--- config.mk ---
export PLATFORM = sky130hd
export DESIGN_NAME = siren_sweep_tone_generator
export DESIGN_NICKNAME = d
export VERILOG_FILES = /design/src/hdl/ssg_pkg.sv /design/src/hdl/siren_sweep_tone_generator.sv /design/src/hdl/ssg_front.sv /design/src/hdl/ssg_queue.sv /design/src/hdl/ssg_back.sv
export VERILOG_INCLUDE_DIRS = /design/src /design/src/hdl
export SDC_FILE = /design/constraint.sdc
export NUM_CORES = 1
export LEC_CHECK = 0
export BUFFER_PORTS_ARGS = -buffer_cell sky130_fd_sc_hd__buf_2
export CAP_MARGIN = 20
export CORE_MARGIN = 2
export CORE_UTILIZATION = 40
export DETAILED_ROUTE_END_ITERATION = 10
export SYNTH_ARGS = -nofsm -noshare
export SYNTH_HDL_FRONTEND = slang
export SYNTH_SLANG_ARGS = --single-unit
export TNS_END_PERCENT = 10
--- constraint.sdc ---
create_clock -name clock -period 6.8 [get_ports clock]
set_clock_uncertainty 0.1 [all_clocks]
set_input_delay 0.34 -clock clock [delete_from_list [all_inputs] [get_ports clock]]
set_output_delay 0.34 -clock clock [all_outputs]
set_load 0.01 [all_outputs]
--- src/hdl/siren_sweep_tone_generator_defines.svh ---
// ---------------------------------------------------------------------------
// Siren sweep tone generator assertion macros
// Concurrent assertion shorthands for simulation; empty for synthesis.
// ---------------------------------------------------------------------------
`ifndef SIREN_SWEEP_TONE_GENERATOR_DEFINES_SVH
`define SIREN_SWEEP_TONE_GENERATOR_DEFINES_SVH

`ifndef SYNTHESIS

// same-cycle implication
`define SSG_ASSERT_IMP(label, clk, rst, ante, cons) \
   label: assert property (@(posedge clk) disable iff (rst) (ante) |-> (cons)) \
      else $error("ssg assertion failed");

// next-cycle implication
`define SSG_ASSERT_NEXT(label, clk, rst, ante, cons) \
   label: assert property (@(posedge clk) disable iff (rst) (ante) |=> (cons)) \
      else $error("ssg assertion failed");

`else

`define SSG_ASSERT_IMP(label, clk, rst, ante, cons)
`define SSG_ASSERT_NEXT(label, clk, rst, ante, cons)

`endif

`endif

--- src/hdl/ssg_pkg.sv ---
// ---------------------------------------------------------------------------
// ssg_pkg
// Shared types and constants of the siren sweep tone generator.
// ---------------------------------------------------------------------------
package ssg_pkg;

   // request commands
   localparam logic CMD_TICK = 1'b0;
   localparam logic CMD_SET  = 1'b1;

   // buzzer modes
   localparam logic [1:0] MODE_OFF    = 2'd0;
   localparam logic [1:0] MODE_STEADY = 2'd1;
   localparam logic [1:0] MODE_ALARM  = 2'd2;
   localparam logic [1:0] MODE_RSVD   = 2'd3;

   // CSR indexes
   localparam int CSR_IDX_W = 3;
   localparam logic [CSR_IDX_W-1:0] CSR_SWEEP_LOW  = 3'd0;
   localparam logic [CSR_IDX_W-1:0] CSR_SWEEP_HIGH = 3'd1;
   localparam logic [CSR_IDX_W-1:0] CSR_SWEEP_STEP = 3'd2;
   localparam logic [CSR_IDX_W-1:0] CSR_INTERVAL   = 3'd3;
   localparam logic [CSR_IDX_W-1:0] CSR_STEADY     = 3'd4;
   localparam int CSR_DATA_W = 16;

   // CSR reset values
   localparam logic [15:0] RST_SWEEP_LOW  = 16'd1000;
   localparam logic [15:0] RST_SWEEP_HIGH = 16'd3000;
   localparam logic [11:0] RST_SWEEP_STEP = 12'd50;
   localparam logic [15:0] RST_INTERVAL   = 16'd20;
   localparam logic [15:0] RST_STEADY     = 16'd2000;

   // timer clock divided by the tone frequency
   localparam int DIV_BITS = 20;
   localparam int CNT_W    = 5;
   localparam logic [DIV_BITS-1:0] TIMER_CLOCK = 20'd1000000;

   typedef struct packed {
      logic        command;
      logic [1:0]  mode;
      logic [31:0] time_ms;
   } req_type;

   typedef struct packed {
      logic        pwm_enable;
      logic [15:0] reload_value;
      logic [14:0] compare_value;
      logic [15:0] tone_hz;
   } rsp_type;

   // one tone request between front and back (freq zero = stop)
   typedef struct packed {
      logic        valid;
      logic [15:0] freq;
   } tone_entry_type;

   typedef enum logic [1:0] {
      BACK_IDLE,
      BACK_DIV,
      BACK_HOLD
   } back_state_type;

endpackage

--- src/hdl/siren_sweep_tone_generator.sv ---
// ---------------------------------------------------------------------------
// siren_sweep_tone_generator
// Buzzer mode machine (off, steady, alarm sweep) producing PWM settings.
// ---------------------------------------------------------------------------
// The front takes one request per cycle while the tone queue has room, updates
// the mode and sweep state and queues a frequency for each result. The back
// converts a queued frequency with a bit-serial 1000000/f divider: a tone result
// takes a load step, 20 divide steps and a step that registers the result once
// the output is free; a stop result skips the divide steps. The output register
// lets the next division run while a result waits.
`include "siren_sweep_tone_generator_defines.svh"

module siren_sweep_tone_generator
   import ssg_pkg::*;
#(
   parameter int QUEUE_DEPTH = 2
) (
   input  logic                  clock,
   input  logic                  reset,
   input  logic                  req_valid,
   output logic                  req_stall,
   input  req_type               req_data,
   output logic                  rsp_valid,
   input  logic                  rsp_stall,
   output rsp_type               rsp_data,
   input  logic                  csr_we,
   input  logic [CSR_IDX_W-1:0]  csr_index,
   input  logic [CSR_DATA_W-1:0] csr_wdata
);

   tone_entry_type push;
   tone_entry_type head;
   logic           queue_full;
   logic           pop;

   logic           rsp_stop;
   logic           rsp_run;
   logic           rsp_fields_zero;
   logic           rsp_duty_ok;

   ssg_front u_front (
      .clock      (clock),
      .reset      (reset),
      .req_valid  (req_valid),
      .req_stall  (req_stall),
      .req_data   (req_data),
      .csr_we     (csr_we),
      .csr_index  (csr_index),
      .csr_wdata  (csr_wdata),
      .queue_full (queue_full),
      .push       (push)
   );

   ssg_queue #(
      .DEPTH (QUEUE_DEPTH)
   ) u_queue (
      .clock (clock),
      .reset (reset),
      .push  (push),
      .pop   (pop),
      .full  (queue_full),
      .head  (head)
   );

   ssg_back u_back (
      .clock     (clock),
      .reset     (reset),
      .head      (head),
      .pop       (pop),
      .rsp_valid (rsp_valid),
      .rsp_stall (rsp_stall),
      .rsp_data  (rsp_data)
   );

   assign rsp_stop        = rsp_valid && !rsp_data.pwm_enable;
   assign rsp_run         = rsp_valid && rsp_data.pwm_enable;
   assign rsp_fields_zero = rsp_data.reload_value == '0 && rsp_data.compare_value == '0 &&
                            rsp_data.tone_hz == '0;
   assign rsp_duty_ok     = rsp_data.compare_value == rsp_data.reload_value[15:1] &&
                            rsp_data.tone_hz != '0;

   // a stop transaction carries all-zero settings
   `SSG_ASSERT_IMP(a_stop_zero, clock, reset, rsp_stop, rsp_fields_zero)
   // duty is half the period and a running tone is never zero hertz
   `SSG_ASSERT_IMP(a_run_duty, clock, reset, rsp_run, rsp_duty_ok)
   // highest tone still gives a period of at least 14 counts
   `SSG_ASSERT_IMP(a_run_min_reload, clock, reset, rsp_run, rsp_data.reload_value >= 16'd14)
   // the back only takes an entry the queue actually holds
   `SSG_ASSERT_IMP(a_pop_only_valid, clock, reset, pop, head.valid)

endmodule

--- src/hdl/ssg_front.sv ---
// ---------------------------------------------------------------------------
// ssg_front
// Mode machine, sweep stepping and CSRs; pushes tone frequencies to the queue.
// ---------------------------------------------------------------------------
module ssg_front
   import ssg_pkg::*;
(
   input  logic                  clock,
   input  logic                  reset,
   input  logic                  req_valid,
   output logic                  req_stall,
   input  req_type               req_data,
   input  logic                  csr_we,
   input  logic [CSR_IDX_W-1:0]  csr_index,
   input  logic [CSR_DATA_W-1:0] csr_wdata,
   input  logic                  queue_full,
   output tone_entry_type        push
);

   logic [15:0] sweep_low_ff,  sweep_low_in;
   logic [15:0] sweep_high_ff, sweep_high_in;
   logic [11:0] sweep_step_ff, sweep_step_in;
   logic [15:0] interval_ff,   interval_in;
   logic [15:0] steady_ff,     steady_in;

   logic [1:0]  active_mode_ff, active_mode_in;
   logic [31:0] last_update_ff, last_update_in;
   logic [15:0] sweep_freq_ff,  sweep_freq_in;
   logic        descending_ff,  descending_in;

   logic        accept;
   logic [1:0]  req_mode;
   logic [31:0] elapsed;
   logic [17:0] stepped;
   logic [17:0] after_hi;
   logic [17:0] after_lo;
   logic        hit_hi;
   logic        hit_lo;
   logic        desc_hi;

   always_ff @(posedge clock) begin
      if (reset) begin
         sweep_low_ff   <= RST_SWEEP_LOW;
         sweep_high_ff  <= RST_SWEEP_HIGH;
         sweep_step_ff  <= RST_SWEEP_STEP;
         interval_ff    <= RST_INTERVAL;
         steady_ff      <= RST_STEADY;
         active_mode_ff <= MODE_OFF;
         last_update_ff <= '0;
         sweep_freq_ff  <= RST_SWEEP_LOW;
         descending_ff  <= 1'b0;
      end else begin
         sweep_low_ff   <= sweep_low_in;
         sweep_high_ff  <= sweep_high_in;
         sweep_step_ff  <= sweep_step_in;
         interval_ff    <= interval_in;
         steady_ff      <= steady_in;
         active_mode_ff <= active_mode_in;
         last_update_ff <= last_update_in;
         sweep_freq_ff  <= sweep_freq_in;
         descending_ff  <= descending_in;
      end
   end

   // CSR writes
   always_comb begin
      sweep_low_in  = sweep_low_ff;
      sweep_high_in = sweep_high_ff;
      sweep_step_in = sweep_step_ff;
      interval_in   = interval_ff;
      steady_in     = steady_ff;
      if (csr_we) begin
         unique case (csr_index)
            CSR_SWEEP_LOW:  sweep_low_in  = csr_wdata;
            CSR_SWEEP_HIGH: sweep_high_in = csr_wdata;
            CSR_SWEEP_STEP: sweep_step_in = csr_wdata[11:0];
            CSR_INTERVAL:   interval_in   = csr_wdata;
            CSR_STEADY:     steady_in     = csr_wdata;
            default: ;
         endcase
      end
   end

   assign req_stall = queue_full;
   assign accept    = req_valid && !queue_full;

   // sweep step, 18-bit signed so a descent below zero never wraps
   always_comb begin
      req_mode = (req_data.mode == MODE_RSVD) ? MODE_OFF : req_data.mode;
      elapsed  = req_data.time_ms - last_update_ff;
      if (descending_ff) begin
         stepped = {2'b00, sweep_freq_ff} - {6'b0, sweep_step_ff};
      end else begin
         stepped = {2'b00, sweep_freq_ff} + {6'b0, sweep_step_ff};
      end
      hit_hi   = $signed(stepped) >= $signed({2'b00, sweep_high_ff});
      after_hi = hit_hi ? {2'b00, sweep_high_ff} : stepped;
      desc_hi  = hit_hi ? 1'b1 : descending_ff;
      hit_lo   = $signed(after_hi) <= $signed({2'b00, sweep_low_ff});
      after_lo = hit_lo ? {2'b00, sweep_low_ff} : after_hi;
   end

   always_comb begin
      active_mode_in = active_mode_ff;
      last_update_in = last_update_ff;
      sweep_freq_in  = sweep_freq_ff;
      descending_in  = descending_ff;
      push           = '0;
      if (accept) begin
         if (req_data.command == CMD_SET) begin
            if (req_mode != active_mode_ff) begin
               active_mode_in = req_mode;
               last_update_in = req_data.time_ms;
               push.valid     = 1'b1;
               unique case (req_mode)
                  MODE_ALARM: begin
                     sweep_freq_in = sweep_low_ff;
                     descending_in = 1'b0;
                     push.freq     = sweep_low_ff;
                  end
                  MODE_STEADY: push.freq = steady_ff;
                  default:     push.freq = '0;
               endcase
            end
         end else if (active_mode_ff == MODE_ALARM && elapsed >= {16'b0, interval_ff}) begin
            last_update_in = req_data.time_ms;
            sweep_freq_in  = after_lo[15:0];
            descending_in  = hit_lo ? 1'b0 : desc_hi;
            push.valid     = 1'b1;
            push.freq      = after_lo[15:0];
         end
      end
   end

endmodule

--- src/hdl/ssg_queue.sv ---
// ---------------------------------------------------------------------------
// ssg_queue
// Small FIFO of tone frequencies between the front and the back.
// ---------------------------------------------------------------------------
module ssg_queue
   import ssg_pkg::*;
#(
   parameter int DEPTH = 2
) (
   input  logic           clock,
   input  logic           reset,
   input  tone_entry_type push,
   input  logic           pop,
   output logic           full,
   output tone_entry_type head
);

   localparam int PTR_W = (DEPTH > 1) ? $clog2(DEPTH) : 1;
   localparam int CNT_W_Q = $clog2(DEPTH + 1);

   logic [15:0]        mem [DEPTH];
   logic [PTR_W-1:0]   wr_ptr_ff, wr_ptr_in;
   logic [PTR_W-1:0]   rd_ptr_ff, rd_ptr_in;
   logic [CNT_W_Q-1:0] count_ff,  count_in;
   logic               do_push;
   logic               do_pop;

   assign full       = (count_ff == CNT_W_Q'(DEPTH));
   assign head.valid = (count_ff != '0);
   assign head.freq  = mem[rd_ptr_ff];
   assign do_push    = push.valid && !full;
   assign do_pop     = pop && head.valid;

   always_ff @(posedge clock) begin
      if (do_push) begin
         mem[wr_ptr_ff] <= push.freq;
      end
   end

   always_ff @(posedge clock) begin
      if (reset) begin
         wr_ptr_ff <= '0;
         rd_ptr_ff <= '0;
         count_ff  <= '0;
      end else begin
         wr_ptr_ff <= wr_ptr_in;
         rd_ptr_ff <= rd_ptr_in;
         count_ff  <= count_in;
      end
   end

   always_comb begin
      wr_ptr_in = wr_ptr_ff;
      rd_ptr_in = rd_ptr_ff;
      count_in  = count_ff;
      if (do_push) begin
         wr_ptr_in = (wr_ptr_ff == PTR_W'(DEPTH - 1)) ? '0 : wr_ptr_ff + 1'b1;
      end
      if (do_pop) begin
         rd_ptr_in = (rd_ptr_ff == PTR_W'(DEPTH - 1)) ? '0 : rd_ptr_ff + 1'b1;
      end
      if (do_push && !do_pop) begin
         count_in = count_ff + 1'b1;
      end else if (do_pop && !do_push) begin
         count_in = count_ff - 1'b1;
      end
   end

endmodule

--- src/hdl/ssg_back.sv ---
// ---------------------------------------------------------------------------
// ssg_back
// Turns a tone frequency into PWM settings with a bit-serial divider and
// holds the result in the output register.
// ---------------------------------------------------------------------------
module ssg_back
   import ssg_pkg::*;
(
   input  logic           clock,
   input  logic           reset,
   input  tone_entry_type head,
   output logic           pop,
   output logic           rsp_valid,
   input  logic           rsp_stall,
   output rsp_type        rsp_data
);

   back_state_type state_ff, state_in;

   logic [15:0]         freq_ff,  freq_in;
   logic [DIV_BITS-1:0] quot_ff,  quot_in;
   logic [15:0]         rem_ff,   rem_in;
   logic [CNT_W-1:0]    cnt_ff,   cnt_in;
   logic                zero_ff,  zero_in;
   logic                rsp_valid_ff, rsp_valid_in;
   rsp_type             rsp_data_ff,  rsp_data_in;

   logic [16:0]         trial;
   logic [16:0]         diff;
   logic                fits;
   logic [DIV_BITS-1:0] quot_m1;
   logic [15:0]         reload;
   logic                out_free;

   always_ff @(posedge clock) begin
      if (reset) begin
         state_ff     <= BACK_IDLE;
         rsp_valid_ff <= 1'b0;
      end else begin
         state_ff     <= state_in;
         rsp_valid_ff <= rsp_valid_in;
      end
   end

   always_ff @(posedge clock) begin
      freq_ff     <= freq_in;
      quot_ff     <= quot_in;
      rem_ff      <= rem_in;
      cnt_ff      <= cnt_in;
      zero_ff     <= zero_in;
      rsp_data_ff <= rsp_data_in;
   end

   // restoring division, one quotient bit a cycle; dividend shifts out of quot
   always_comb begin
      trial   = {rem_ff, quot_ff[DIV_BITS-1]};
      fits    = trial >= {1'b0, freq_ff};
      diff    = trial - {1'b0, freq_ff};
      quot_m1 = quot_ff - 1'b1;
      reload  = (quot_m1[DIV_BITS-1:16] != '0) ? 16'hFFFF : quot_m1[15:0];
   end

   assign out_free = !rsp_valid_ff || !rsp_stall;

   always_comb begin
      state_in     = state_ff;
      freq_in      = freq_ff;
      quot_in      = quot_ff;
      rem_in       = rem_ff;
      cnt_in       = cnt_ff;
      zero_in      = zero_ff;
      rsp_data_in  = rsp_data_ff;
      rsp_valid_in = rsp_valid_ff && rsp_stall;
      pop          = 1'b0;
      unique case (state_ff)
         BACK_IDLE: begin
            if (head.valid) begin
               pop      = 1'b1;
               freq_in  = head.freq;
               quot_in  = TIMER_CLOCK;
               rem_in   = '0;
               cnt_in   = '0;
               zero_in  = (head.freq == '0);
               state_in = (head.freq == '0) ? BACK_HOLD : BACK_DIV;
            end
         end
         BACK_DIV: begin
            quot_in = {quot_ff[DIV_BITS-2:0], fits};
            rem_in  = fits ? diff[15:0] : trial[15:0];
            cnt_in  = cnt_ff + 1'b1;
            if (cnt_ff == CNT_W'(DIV_BITS - 1)) begin
               state_in = BACK_HOLD;
            end
         end
         BACK_HOLD: begin
            if (out_free) begin
               rsp_valid_in = 1'b1;
               if (zero_ff) begin
                  rsp_data_in = '0;
               end else begin
                  rsp_data_in.pwm_enable    = 1'b1;
                  rsp_data_in.reload_value  = reload;
                  rsp_data_in.compare_value = reload[15:1];
                  rsp_data_in.tone_hz       = freq_ff;
               end
               state_in = BACK_IDLE;
            end
         end
         default: state_in = BACK_IDLE;
      endcase
   end

   assign rsp_valid = rsp_valid_ff;
   assign rsp_data  = rsp_data_ff;

endmodule

After elaboration in Yosys (flattened, before gate mapping) --
Memory sizes are Yosys's and may differ from the RTL's. A register that Yosys moved wholly into a read port is not among the register bits. Index checks and enable logic that the tools add are counted.
Cells by class: bitwise operators 0, multiplexer cells 48, shift operators 0, multipliers 0, reduce and logical (&&, ||, !) cells 35, add/sub/neg operators 10, order comparisons 4, equal/unequal tests 18, div/mod/pow operators 0
Operators with widths (count):
- $mux 16 | 8
- $mux 32 | 3
- $mux 17 | 4
- $pmux 16 s2 | 2
- $mux 48 | 1
- $pmux 20 s2 | 1
- $mux 18 | 2
- $ge 32x16->1 | 1
- $sub 32x32->32 | 1
- $mux 20 | 1
- $sub 20x1->20 const B | 1
- $ge 18x17->1 | 1
- $le 18x17->1 | 1
- $add 16x12->17 | 1
- $ge 17x16->1 | 1
- $sub 16x12->17 | 1
- $logic_not 16->1 | 1
- $mux 1 | 16
- $reduce_and 2->1 | 8
- $sub 16x16->16 | 1
- $mux 2 | 7
- $eq 2x2->1 const B | 5
- $pmux 5 s2 | 1
- $reduce_and 3->1 | 3
- other kinds (24) | 43
Word-level totals: register bits 240, ROM bits 0, bits in latches 0, word-level logic and storage cells 139, memory bits (writable) 32, output and inout port bits 50, memories 1, bits of input ports 59
Memory list:
- u_queue.mem | depth 2, bits a word 16, read ports 1, clocked after Yosys merged registers in 1, write ports 1, line ssg_queue.sv:21 | logic [15:0] mem [DEPTH];

Depth between registers and ports, before layout --
Gate-level depths: netlist (run 1).
depth after elaboration 14, depth in mapped cells 36, mapped depth without buffers 32

By module --
From an unflattened synthesis (run 1), not the netlist that was laid out.
Unflattened totals: cells, all modules 1851, area, all modules 16338.2 um2
By module, submodules not included:
- ssg_front | cells an instance 1346, seq. area each 2542.4 um2, times used 1, area each 10078.4 um2
- ssg_back | cells an instance 430, seq. area each 2792.7 um2, times used 1, area each 4888.4 um2
- ssg_queue | cells an instance 75, seq. area each 1061.0 um2, times used 1, area each 1371.3 um2

Worst setup path before layout (run 1) --
OpenSTA, ideal clock, no wires.
path type register to register, start register u_front.sweep_freq_ff[0], end memory u_queue.mem[0][5], data pin, stages on the path, launching flop included 32, library setup time 279 ps, data required time 6421 ps, buffers on the path 3, clock period less this slack 6778 ps, data arrival time 6399 ps, slack 22 ps, cells stage by stage dfxtp_1 inv_1 ha_1 inv_1 fa_1 a21o_1 a21o_1 a211oi_1 nor3_1 o41ai_1 a21o_1 xnor2_1 ha_1 a21o_1 a21o_1 a21o_1 a21oi_1 o31ai_1 o21ai_1 buf_2 mux2_2 ha_1 a21o_1 a21oi_1 o221ai_1 a221oi_1 a21oi_1 a21bo_1 clkbuf_1 buf_2 mux2i_1 o32ai_1
RTL lines:
- start: declaration | line ssg_front.sv:28 | logic [15:0] sweep_freq_ff, sweep_freq_in;
- start signal: assignment | line ssg_front.sv:60 | sweep_freq_ff <= sweep_freq_in;
- end: declaration | line ssg_queue.sv:21

Worst setup path in the final report (run 1) --
start register u_front.sweep_step_ff[1], end register u_front.sweep_freq_ff[3]
Between the ends: word-level cells in the longest chain between the ends 8, elaborated cells between the ends (all ways) 9, those cells by class add/sub: 2; order compare: 2; mux: 5
Ends and longest elaborated chain:
- start: declaration | line ssg_front.sv:22 | logic [11:0] sweep_step_ff, sweep_step_in;
- start signal: assignment | line ssg_front.sv:55 | sweep_step_ff <= sweep_step_in;
- $add 16x12->17 / $sub 16x12->17 (equally long branches) | line ssg_front.sv:94, ssg_front.sv:92
- $mux 18 * | line ssg_front.sv:91 | if (descending_ff) begin
- $ge 18x17->1 | line ssg_front.sv:96 | hit_hi = $signed(stepped) >= $signed({2'b00, sweep_high_ff});
- $mux 18 * | line ssg_front.sv:97 | after_hi = hit_hi ? {2'b00, sweep_high_ff} : stepped;
- $le 18x17->1 | line ssg_front.sv:99 | hit_lo = $signed(after_hi) <= $signed({2'b00, sweep_low_ff});
- $mux 16 * | line ssg_front.sv:100 | after_lo = hit_lo ? {2'b00, sweep_low_ff} : after_hi;
- $mux 16 * | line ssg_front.sv:125 | end else if (active_mode_ff == MODE_ALARM && elapsed >= {16'b0, interval_ff}) begin
- $mux 16 * | line ssg_front.sv:110 | if (req_data.command == CMD_SET) begin
Mark *: on every way between the ends. The rest lies on a longest branch, timed or not. The select of a mux whose other input is x is not followed. A chain may end at the register's enable or synchronous reset.

==> metrics.md, run 1 <==
| Metric | Value |
|---|---|
| Initial Utilization | 0.403 |
| Status | finished clean |
| Crit path top cell by count | a21o_1 |
| Hold Crit Start | csr_wdata[9] |
| Root buf cell | clkbuf_16 |
| Setup ws final | 307 ps |
| Most frequent cells in the layout | 282 x nand2_1, 149 x inv_1, 133 x dfxtp_1, 131 x a21oi_1, 123 x edfxtp_1 |
| Maximum vdd drop | 0.000199 V |
| Count of buffers from port buffering | between 100 and 150 |
| Critical path endpoint category | register |
| Crit Path Class | register to register |
| Cells after Synth | 1838 |
| DRC | 0 |
| Core Rows | 74 |
| Data arrival time of the critical path | around 6900 ps |
| Hold EP | u_front.sweep_step_ff[9] |
| Area after DPL | between 0.015 and 0.02 sq mm |
| Layout cells sized above 1 | 0.158 |
| Final wirelength | 43400 microns |
| Max Clk Rate | approximately 150 MHz |
| Die Y | 206 microns |
| Total number of vias | 13768 |
| Sequential fraction of the synthesis area | 0.391 |
| Crit-path max FO | 20 |
| Worst hold-check path type | input pin to register |
| Commonest non-fill, non-tap cell in the layout | nand2_1 |
| Pwr dens | 300 mW/mm^2 |
| Global routing usage on met1 | 0.267 |
| Worst Setup Start Kind | register |
| RSZ-0062 raised after global routing | true |
| H-tree levels | 1 |
| Max cap viols | 0 |
| FF-to-FF End | u_front.sweep_freq_ff[3] |
| Worst-path cell with the longest stage delay | mux2_2 |
| TritonCTS clock tree | done |
| Number of CTS-inserted buffers | 30 |
| GR Util met2 | 0.341 |
| 1st-iter DRT viols | about 740 |
| Clock Latency Late Sink | 570 ps |
| Yosys reg bits | 258 |
| Worst r2r path cells | 31 |
| Final Hold Vio Count | 0 |
| Leak | 7.79 nW |
| Final instance area | 0.0194 sq mm |
| Pin count of the biggest net entering global routing | 56 |
| Relative slew margins | 0.293 |
| Ys async rst share | 0 |
| Placed wire-length estimate | approximately 32000 microns |
| Initial antenna violation count | 2 |
| GRT overflow | 0 |
| Worst R2R Start | u_front.sweep_step_ff[1] |
| Post-Syn Nets | 2026 |
| Clock Sinks | 258 |
| Fin nets | 2178 |
| Wire length of the first global-routing pass | 68100 microns |
| Post-route ant nets | 0 |
| Wire per inst | roughly 17 microns |
| Fillers | ~3900 |
| Die width | approximately 210 microns |
| CP Data Required Time | 7190 ps |
| Synth unique cells | 90 |
| Post-DR vias/cell | 5.41 |
| Area delta synth->final | 18.4% |
| Number of global-route vias before repair | 13035 |
| CORE AREA | 0.0406 sq mm |
| Syn Area/Cell | 8.91 sq um |
| Worst R2R Setup Slack | 310 ps |
| WHS Path Cells | 3 |
| Post-layout min period | 6490 ps |
| Final estimated routing congestion in global placement | 0.862 |
| Clk buf depth | 3 |
| Ys flop type | dfxtp_1 |
| Yosys warns | 0 |
| Drt first pass iters | 5 |
| EDFF count, synth | 123 |
| Busiest grt layer | met2 |
| Grt met3 use | 0.0255 |
| Final std cells w/o fill | 2547 |
| Clock transition at path regs | ~60 ps |
| Slew @ Worst Pin | 1060 ps |
| Post-Syn Area | 0.0164 sq mm |
| DP Worst Slack | -218 ps |
| Die area | approximately 0.043 sq mm |
| Delay of the slowest critical-path stage | 350 ps |
| Final number of max-transition violations | 0 |
| Placed Instances | 2437 |
| Share of the cycle needed by the critical path after routing | 0.955 |
| GRT Overall Usage | 0.200 |
| Final Setup Violations | 0 |
| I/O pins | 109 |
## area by class of cell
class                   count  area, sq um  area share
multi-input cells        1322         9160       0.472
flip-flops and latches    258         6400       0.330
repair buffers            224         1600      0.0823
clock buffers              46          871      0.0449
well taps                 532          666      0.0343
inverters                 154          578      0.0298
clock inverters             9          116     0.00600
diodes                      2         5.00    0.000258
## metal layers
metal,up-vias,wire length [microns]
li1,6838,-
met1,6535,20100
met2,327,20500
met3,68,1850
met4,0,1020
met5,-,0
## logic make-up (layout without fill, tap and decap cells)
family | count (synthesis) | in the layout | share of synthesized area
AO/OA/AOI/OAI | 430 | 430 | 0.173
XOR/XNOR | 62 | 62 | 0.0336
adder cells (fa/ha/maj) | 129 | 129 | 0.100
buffers and inverters | 258 | 433 | 0.0686
flip-flops | 258 | 258 | 0.391
multiplexers | 104 | 104 | 0.0674
other | 0 | 2 | 0
AND/OR/NAND/NOR | 597 | 597 | 0.167
## report_power, final
group / internal [mW] / switching, mW
clock network: 0.956 / 0.658
registers: 1.96 / 0.178
logic: 0.890 / 1.18
## synthesized netlist by cell type (all sizes together), types with 10 or more instances
cell type,instances,area share
o21a,15,0.0069
o21ai,63,0.019
a22oi,17,0.0078
clkbuf,69,0.016
ha,125,0.096
o21bai,10,0.0046
o211ai,23,0.011
a21oi,140,0.043
nor2b,22,0.0084
nor4,12,0.0055
edfxtp,123,0.23
xor2,22,0.012
nand3,37,0.011
o32ai,16,0.0086
nor3,36,0.011
nor2,112,0.026
buf,35,0.017
nand4,12,0.0046
nand2,282,0.065
and2,16,0.0062
xnor2,40,0.021
inv,153,0.035
a211oi,19,0.0087
mux2,37,0.026
nand2b,15,0.0057
dfxtp,135,0.17
mux2i,67,0.042
a21o,37,0.017
or3,10,0.0038
a31oi,18,0.0069
o31ai,12,0.0055
and3,16,0.0061
## worst max-delay path by stage
stage,slack [ps],start,end,cells past startpoint
finish,310,u_front.sweep_step_ff[1],u_front.sweep_freq_ff[3],31
global route,-50,u_front.sweep_step_ff[1],u_queue.mem[1][15],31
CTS,0.2,u_front.sweep_freq_ff[0],u_front.sweep_freq_ff[3],33
detailed placement,-220,u_front.sweep_freq_ff[0],u_front.sweep_freq_ff[3],33
global placement,20,u_front.sweep_freq_ff[0],u_queue.mem[1][11],31
floorplan,20,u_front.sweep_freq_ff[0],u_queue.mem[0][5],31
## registers in the layout, indices dropped and copies added, names as in the netlist, 2 cells and up, named ones only
signal / count
u_front.interval_ff: 16
u_back.rem_ff: 16
u_front.sweep_high_ff: 16
u_back.cnt_ff: 5
u_front.steady_ff: 16
u_back.quot_ff: 20
u_back.state_ff: 2
u_front.sweep_low_ff: 16
u_front.active_mode_ff: 2
u_back.freq_ff: 16
u_front.sweep_freq_ff: 16
u_back.rsp_data: 33
u_queue.count_ff: 2
u_front.last_update_ff: 32
u_front.sweep_step_ff: 12
u_queue.mem: 32
## what timing repair did
item / in CTS / in global routing
hold endpoints to repair: 69 / 0
resized for setup: 6 / 57
setup buffers: 1 / 6
pin swaps: 2 / 18
endpoints found under the setup margin: 34 / 66
hold buffers: 45 / 0
## critical path: cells and delay by family, from the launching register on
family,cells,cell delay [ps]
compound gates,17,2920
fa+ha+maj,3,940
simple gates,4,880
mux,2,520
buf+inv,4,510
flops,1,320
xor+xnor,1,190
## through the flow
| step | hold WS (ps) | utilization | TNS (ps) | power [mW] |
|---|---|---|---|---|
| after CTS | 7.59 | 0.469 | 0 | 5.81 |
| after detailed placement | 346 | 0.433 | -1420 | 4.15 |
| after floorplan | 335 | - | 0 | 3.63 |
| after global placement | 342 | 0.432 | 0 | 4.09 |
| final | 17.2 | 0.477 | 0 | 5.82 |
| after global routing | 19.1 | 0.477 | -526 | 6.18 |
(Power assumes the default switching activity.)
==> run 2: changes to the inputs <==
Settings changed: ABC_CLOCK_PERIOD_IN_PS from default to 6800, CORE_UTILIZATION 40 to 55, PLACE_DENSITY from default to 0.76.
==> run 2 against run 1 <==
Net effect:
- clock-buffer cell count shrank 11
- die area down 27%
- first-iteration DRC count grew 42%
- wire length fell by 1.1%
- global-route usage is 6.9 points higher
- utilization rose by 17 points
- sequential share of layout area increased by 0.37 points
- non-clock buffer count fell by 3
- register-to-register slack worse by 170 ps
- clock power is 2% lower
- total power rose by 0.78%
- highest routed layer unchanged
- maximum frequency decreased by 2.5%
==> metrics.md, run 2 (synthesis results as in run 1) <==
| Metric | Value |
|---|---|
| Number of CTS-inserted buffers | 29 (was 30) |
| Wire length of the first global-routing pass | 67500 microns (was 68100 microns) |
| Leak | 7.78 nW (was 7.79 nW) |
| Die area | 0.0312 sq mm (was 0.0426 sq mm) |
| Max Clk Rate | 150 MHz (was 154 MHz) |
| Max reg flops | 33 (unchanged) |
| Delay of the slowest critical-path stage | 360 ps (was 350 ps) |
| Root buf cell | clkbuf_16 (unchanged) |
| Commonest non-fill, non-tap cell in the layout | nand2_1 (unchanged) |
| CP Buf/Inv Count | 7 (was 4) |
| Relative slew margins | 0.317 (was 0.293) |
| CP top delay family | compound AO/OA/AOI/OAI gates (unchanged) |
| Final estimated routing congestion in global placement | 0.979 (was 0.862) |
| Most frequent cells in the layout | 282 x nand2_1, 149 x inv_1, 133 x a21oi_1, 132 x dfxtp_1, 123 x edfxtp_1 (was 282 x nand2_1, 149 x inv_1, 133 x dfxtp_1, 131 x a21oi_1, 123 x edfxtp_1) |
| Fillers | 2443 (was 3896) |
| Crit Path Class | register to register (unchanged) |
| Post-DR vias/cell | 5.87 (was 5.41) |
| Tot Pwr | 5.87 mW (was 5.82 mW) |
| Die width | 177 microns (was 206 microns) |
| Final Hold Vio Count | 0 (unchanged) |
| Die Y | 177 microns (was 206 microns) |
| Clock Latency Late Sink | 570 ps (about the same) |
| Area of the multi-input gates | 0.00919 sq mm (was 0.00916 sq mm) |
| Data arrival time of the critical path | 6920 ps (was 6880 ps) |
| Clock transition at path regs | 60 ps (about the same) |
| Slew @ Worst Pin | 1020 ps (was 1060 ps) |
| Final core utilization | 0.651 (was 0.477) |
| Pin count of the biggest net entering global routing | 96 (was 56) |
| TritonCTS clock tree | done (unchanged) |
| CORE AREA | 0.0295 sq mm (was 0.0406 sq mm) |
| GR Util met2 | 0.444 (was 0.341) |
| Clk buf depth | 3 (unchanged) |
| Pwr dens | 306 mW/mm^2 (was 300 mW/mm^2) |
| RSZ-0062 raised after global routing | true (unchanged) |
| Area delta synth->final | 17.1% (was 18.4%) |
| Grt met3 use | 0.0388 (was 0.0255) |
| Placed wire-length estimate | 30900 microns (was 32200 microns) |
| Share of the cycle needed by the critical path after routing | 0.980 (was 0.955) |
| Core Rows | 63 (was 74) |
| Busiest grt layer | met2 (unchanged) |
| GRT Overall Usage | 0.268 (was 0.200) |
| Maximum vdd drop | 0.000205 V (was 0.000199 V) |
| Worst-path cell with the longest stage delay | mux2_2 (unchanged) |
| Number of global-route vias before repair | 13161 (was 13035) |
| Layout cells sized above 1 | 0.163 (was 0.158) |
| Post-layout min period | 6660 ps (was 6490 ps) |
| Drt first pass iters | 5 (unchanged) |
| GRT overflow | 0 (unchanged) |
| 1st-iter DRT viols | 1046 (was 739) |
| Count of buffers from port buffering | 108 (unchanged) |
| Crit-path max FO | 11 (was 20) |
| Clock Sinks | 258 (unchanged) |
| DRC | 0 (unchanged) |
| Fin nets | 2174 (was 2178) |
| Final wirelength | 42900 microns (was 43400 microns) |
| Worst Setup Start Kind | register (unchanged) |
| Final Setup Violations | 0 (unchanged) |
| Max cap viols | 0 (unchanged) |
| CP Data Required Time | 7060 ps (was 7190 ps) |
| Initial Utilization | 0.556 (was 0.403) |
| Total number of vias | 14080 (was 13768) |
| Status | finished clean (unchanged) |
| H-tree levels | 1 (unchanged) |
| Reg area | 0.00640 sq mm (about the same) |
| Initial antenna violation count | 1 (was 2) |
| Final instance area | 0.0192 sq mm (was 0.0194 sq mm) |
| Fin Setup TNS | 0 ps (unchanged) |
| WHS | 24.0 ps (was 17.2 ps) |
| Post-route ant nets | 0 (unchanged) |
| Global routing usage on met1 | 0.365 (was 0.267) |
| Final number of max-transition violations | 0 (unchanged) |
| Critical path endpoint category | register (unchanged) |
| I/O pins | 109 (unchanged) |
| Worst hold-check path type | input pin to register (unchanged) |
| Wire per inst | 17.9 microns (was 17.0 microns) |
| Area after DPL | 0.0174 sq mm (was 0.0176 sq mm) |
## run 2: cell count changes in the layout (fill, tap and decap cells not counted), sizes merged, moves of 4 or more
cell / delta
clkinv: +4
inv: +4
dlygate4sd3: -5
clkbuf: -10
## run 2: tightest hold or removal path, delay by kind of cell
kind,cells,cell delay (ps)
buffers and inverters,1,170
AOI/OAI and AO/OA,1,50
and+or+nand+nor,1,80
## run 2: worst paths after layout
path	start	to	slack (ps)	depth (start not counted)
setup / recovery	u_front.sweep_step_ff[2]	u_queue.mem[0][12]	140	31
hold / removal	csr_wdata[0]	u_front.interval_ff[0]	20	3
setup reg to reg	u_front.sweep_step_ff[2]	u_queue.mem[0][12]	140	31
hold reg to reg	u_front.interval_ff[6]	u_front.interval_ff[6]	360	2
## run 2: metrics by stage
step	worst slack, ps	instances
after floorplan	22.0	1838
after global placement	-24.8	2290
after detailed placement	-171	2291
after CTS	41.7	2386
after global routing	-135	2400
final	138	2400
## run 2: per-layer routing
layer  vias up  routed length, microns
li1       6817                       -
met1      6688                   18800
met2       496                   20000
met3        79                    3110
met4         0                    1080
met5         -                       0
## run 2: cell type report
cell class / instances / area share
antenna: 1 / 0.000130
clock buffer: 35 / 0.0395
clock inverter: 19 / 0.00992
inverter: 154 / 0.0301
multi-input combinational: 1322 / 0.479
sequential: 258 / 0.334
tap: 390 / 0.0254
timing repair buffer: 221 / 0.0818
## run 2: report_power, final
group	leakage (nW)	internal (mW)	switching (mW)
logic	5.05	0.945	1.22
registers	2.26	1.96	0.180
clock network	0.464	0.912	0.656
total	7.78	3.81	2.05
## run 2: repair_timing
item	4_1_cts	5_1_grt
hold buffers	40	0
buffers inserted	1	9
endpoints found under the setup margin	23	49
cloned	0	2
hold endpoints to repair	58	0
resized for setup	8	64
pin swaps	2	19
==> run 3: changes to the inputs <==
Settings changed: ABC_AREA from default to 1.
==> run 3 against run 2 <==
Net effect:
- synthesized area rose by 3.6%
- clock power rose by 4%
- wire length rose by 3.0%
- design area fell by 0.70%
- clock-buffer cell count did not move
- via count rose by 9.6%
- combinational power rose by 31%
- die area rose by 3.5%
- largest power group unchanged
==> metrics.md, run 3 <==
| Metric | Value |
|---|---|
| Slew @ Worst Pin | 1040 ps (was 1020 ps) |
| Final number of max-transition violations | 0 (unchanged) |
| 1st-iter DRT viols | 1504 (was 1046) |
| Total number of vias | 15433 (was 14080) |
| I/O pins | 109 (unchanged) |
| Worst Setup Start Kind | register (unchanged) |
| Die width | 180 microns (was 177 microns) |
| CP Data Required Time | 7200 ps (was 7060 ps) |
| CORE AREA | 0.0305 sq mm (was 0.0295 sq mm) |
| Pint | 3.99 mW (was 3.81 mW) |
| Post-route ant nets | 0 (unchanged) |
| Worst R2R Start | u_front.sweep_step_ff[2] (unchanged) |
| H-tree levels | 1 (unchanged) |
| Leak | 8.90 nW (was 7.78 nW) |
| Initial Utilization | 0.556 (about the same) |
| Syn Area/Cell | 7.28 sq um (was 8.91 sq um) |
| Wire per inst | 15.5 microns (was 17.9 microns) |
| Fin Setup TNS | 0 ps (unchanged) |
| Final Setup Violations | 0 (unchanged) |
| Combinational share of power | 0.423 (was 0.369) |
| Die area | 0.0323 sq mm (was 0.0312 sq mm) |
| Final wirelength | 44200 microns (was 42900 microns) |
| Switching share of total power | 0.405 (was 0.350) |
| Area delta synth->final | 12.2% (was 17.1%) |
| Drt first pass iters | 6 (was 5) |
| Final Hold Vio Count | 0 (unchanged) |
| Net Switching | 2.71 mW (was 2.05 mW) |
| Cell taking the most area after synthesis | edfxtp_1 (unchanged) |
| Sequential fraction of the synthesis area | 0.377 (was 0.391) |
| Delay of the slowest critical-path stage | 450 ps (was 360 ps) |
| Placed Instances | 2763 (was 2291) |
| Ys flop type | dfxtp_1 (unchanged) |
| Clock transition at path regs | 60 ps (about the same) |
| Max cap viols | 0 (unchanged) |
| Commonest non-fill, non-tap cell in the layout | nand2_1 (unchanged) |
| Clock Sinks | 258 (unchanged) |
| Clock share of power | 0.244 (was 0.267) |
| Clock Latency Late Sink | 570 ps (about the same) |
| Yosys reg bits | 258 (unchanged) |
| Clk buf depth | 3 (unchanged) |
| Crit-path max FO | 12 (was 11) |
| Post-DR vias/cell | 5.41 (was 5.87) |
| Final instance area | 0.0190 sq mm (was 0.0192 sq mm) |
| Placed wire-length estimate | 33100 microns (was 30900 microns) |
| FF-to-FF End | u_front.sweep_freq_ff[2] (was u_queue.mem[0][12]) |
| Cells after Synth | 2332 (was 1838) |
| Max reg flops | 33 (unchanged) |
| Worst R2R Setup Slack | 800 ps (was 140 ps) |
| Post-Syn Nets | 2520 (was 2026) |
| Wire length of the first global-routing pass | 72000 microns (was 67500 microns) |
| Die Y | 180 microns (was 177 microns) |
| DRC | 0 (unchanged) |
| Top cell type's share of synthesized area | 0.218 (was 0.226) |
| Root buf cell | clkbuf_16 (unchanged) |
| Most frequent cells in the layout | 535 x nand2_1, 357 x inv_1, 233 x nor2_1, 175 x a21oi_1, 160 x o21ai_0 (was 282 x nand2_1, 149 x inv_1, 133 x a21oi_1, 132 x dfxtp_1, 123 x edfxtp_1) |
| Final estimated routing congestion in global placement | 0.988 (was 0.979) |
| Top-count cell post-synth | nand2_1 (unchanged) |
| Post-layout min period | 6000 ps (was 6660 ps) |
| GRT overflow | 0 (unchanged) |
| Count of buffers from port buffering | 108 (unchanged) |
| Maximum vdd drop | 0.000239 V (was 0.000205 V) |
| Setup crit start | u_front.sweep_step_ff[2] (unchanged) |
| Worst-path cell with the longest stage delay | ha_1 (was mux2_2) |
| Layout cells sized above 1 | 0.0981 (was 0.163) |
| Core Rows | 64 (was 63) |
| EDFF count, synth | 123 (unchanged) |
| Post-synth top cells | 535 x nand2_1, 358 x inv_1, 233 x nor2_1 (was 282 x nand2_1, 149 x inv_1, 139 x a21oi_1) |
| Max Clk Rate | 167 MHz (was 150 MHz) |
| Area after DPL | 0.0177 sq mm (was 0.0174 sq mm) |
| Final std cells w/o fill | 2853 (was 2400) |
| Pwr dens | 352 mW/mm^2 (was 306 mW/mm^2) |
| Seq pwr share | 0.333 (was 0.364) |
| Ant. Diodes | 0 (was 1) |
| Status | finished clean (unchanged) |
| Area contributors post-synth | edfxtp_1 22%, dfxtp_1 16%, nand2_1 12% (was edfxtp_1 23%, dfxtp_1 17%, ha_1 9.6%) |
| Post-Syn Area | 0.0170 sq mm (was 0.0164 sq mm) |
| Relative slew margins | 0.302 (was 0.317) |
| Number of CTS-inserted buffers | 29 (unchanged) |
| Critical path endpoint category | register (unchanged) |
| Post-CTS Setup Bufs | 0 (was 1) |
| Number of global-route vias before repair | 14220 (was 13161) |
| Ys async rst share | 0 (unchanged) |
| Crit path to | u_front.sweep_freq_ff[2] (was u_queue.mem[0][12]) |
| Yosys warns | 0 (unchanged) |
| Crit path top cell by count | nand2_1 |
| Initial antenna violation count | 0 (was 1) |
| GRT Overall Usage | 0.268 (about the same) |
| Data arrival time of the critical path | 6410 ps (was 6920 ps) |
| Worst r2r path cells | 44 (was 31) |
| TritonCTS clock tree | done (unchanged) |
| RSZ-0062 raised after global routing | false (was true) |
| Share of the cycle needed by the critical path after routing | 0.883 (was 0.980) |
| Fin nets | 2623 (was 2174) |
| Pin count of the biggest net entering global routing | 94 (was 96) |
| Synth unique cells | 53 (was 90) |
| Crit Path Class | register to register (unchanged) |
| Worst hold-check path type | input pin to register (unchanged) |
[run 3: layout make-up]
cell class / count / area [sq um]
inverter: 364 / 1370
multi-input combinational: 1622 / 8770
fill: 2700 / 11500
clock inverter: 18 / 224
tap: 396 / 495
sequential: 258 / 6400
clock buffer: 35 / 768
timing repair buffer: 160 / 1020
[run 3: logic make-up (layout without fill, tap and decap cells)]
logic type                 after synthesis  in the layout  share of synthesized area
DFF                                    258            258                      0.377
muxes                                   18             18                     0.0118
AOI/OAI and AO/OA                      415            415                      0.129
and+or+nand+nor                       1009           1009                      0.251
xor gates and xnor gates                51             51                     0.0263
adders and majority gates              129            129                     0.0969
buffers and inverters                  452            577                      0.108
[run 3: stage by stage]
step,power [mW],hold WS [ps],utilization,worst slack (ps)
after floorplan,4.35,318,-,1990
after global placement,4.97,343,0.579,818
after detailed placement,5.03,350,0.579,829
after CTS,6.70,2.08,0.624,789
after global routing,7.21,18.5,0.624,66.8
final,6.70,13.6,0.624,797
[run 3: worst max-delay path, delay by kind of cell (launching register included)]
family          cells  cell delay, ps
compound gates      7            1050
fa+ha+maj           3            1000
buf+inv             5             770
flops               1             350
simple gates       29            2660
[run 3: power groups by stage]
stage	Combinational (mW)	Sequential [mW]	Clock [mW]
floorplan	2.15	2.20	0
global placement	2.72	2.25	0
detailed placement	2.77	2.26	0
CTS	2.81	2.23	1.66
global route	3.22	2.27	1.72
finish	2.83	2.23	1.64
[run 3: repair_timing]
item,4_1_cts,5_1_grt
endpoints found under the hold margin,42,0
gates resized for setup,0,1
setup endpoints to repair,0,2
hold buffers,37,0
[run 3: worst min path at each step]
| stage | cells past startpoint | to | start | slack (ps) |
|---|---|---|---|---|
| after CTS | 3 | u_front.sweep_step_ff[0] | csr_wdata[0] | 2 |
| after global placement | 1 | u_queue.rd_ptr_ff | u_queue.rd_ptr_ff | 340 |
| after global routing | 3 | u_front.interval_ff[0] | csr_wdata[0] | 20 |
| final | 3 | u_front.sweep_step_ff[0] | csr_wdata[0] | 10 |
| after floorplan | 1 | u_back.state_ff[0] | reset | 320 |
| after detailed placement | 1 | u_queue.rd_ptr_ff | u_queue.rd_ptr_ff | 350 |
[run 3: routing by layer]
metal,up-vias,part of all wire,track usage
met2,564,0.45,0.437
met3,88,0.071,0.0361
met4,0,0.034,0.0875
met5,-,0,0
li1,7769,-,-
met1,7012,0.44,0.369
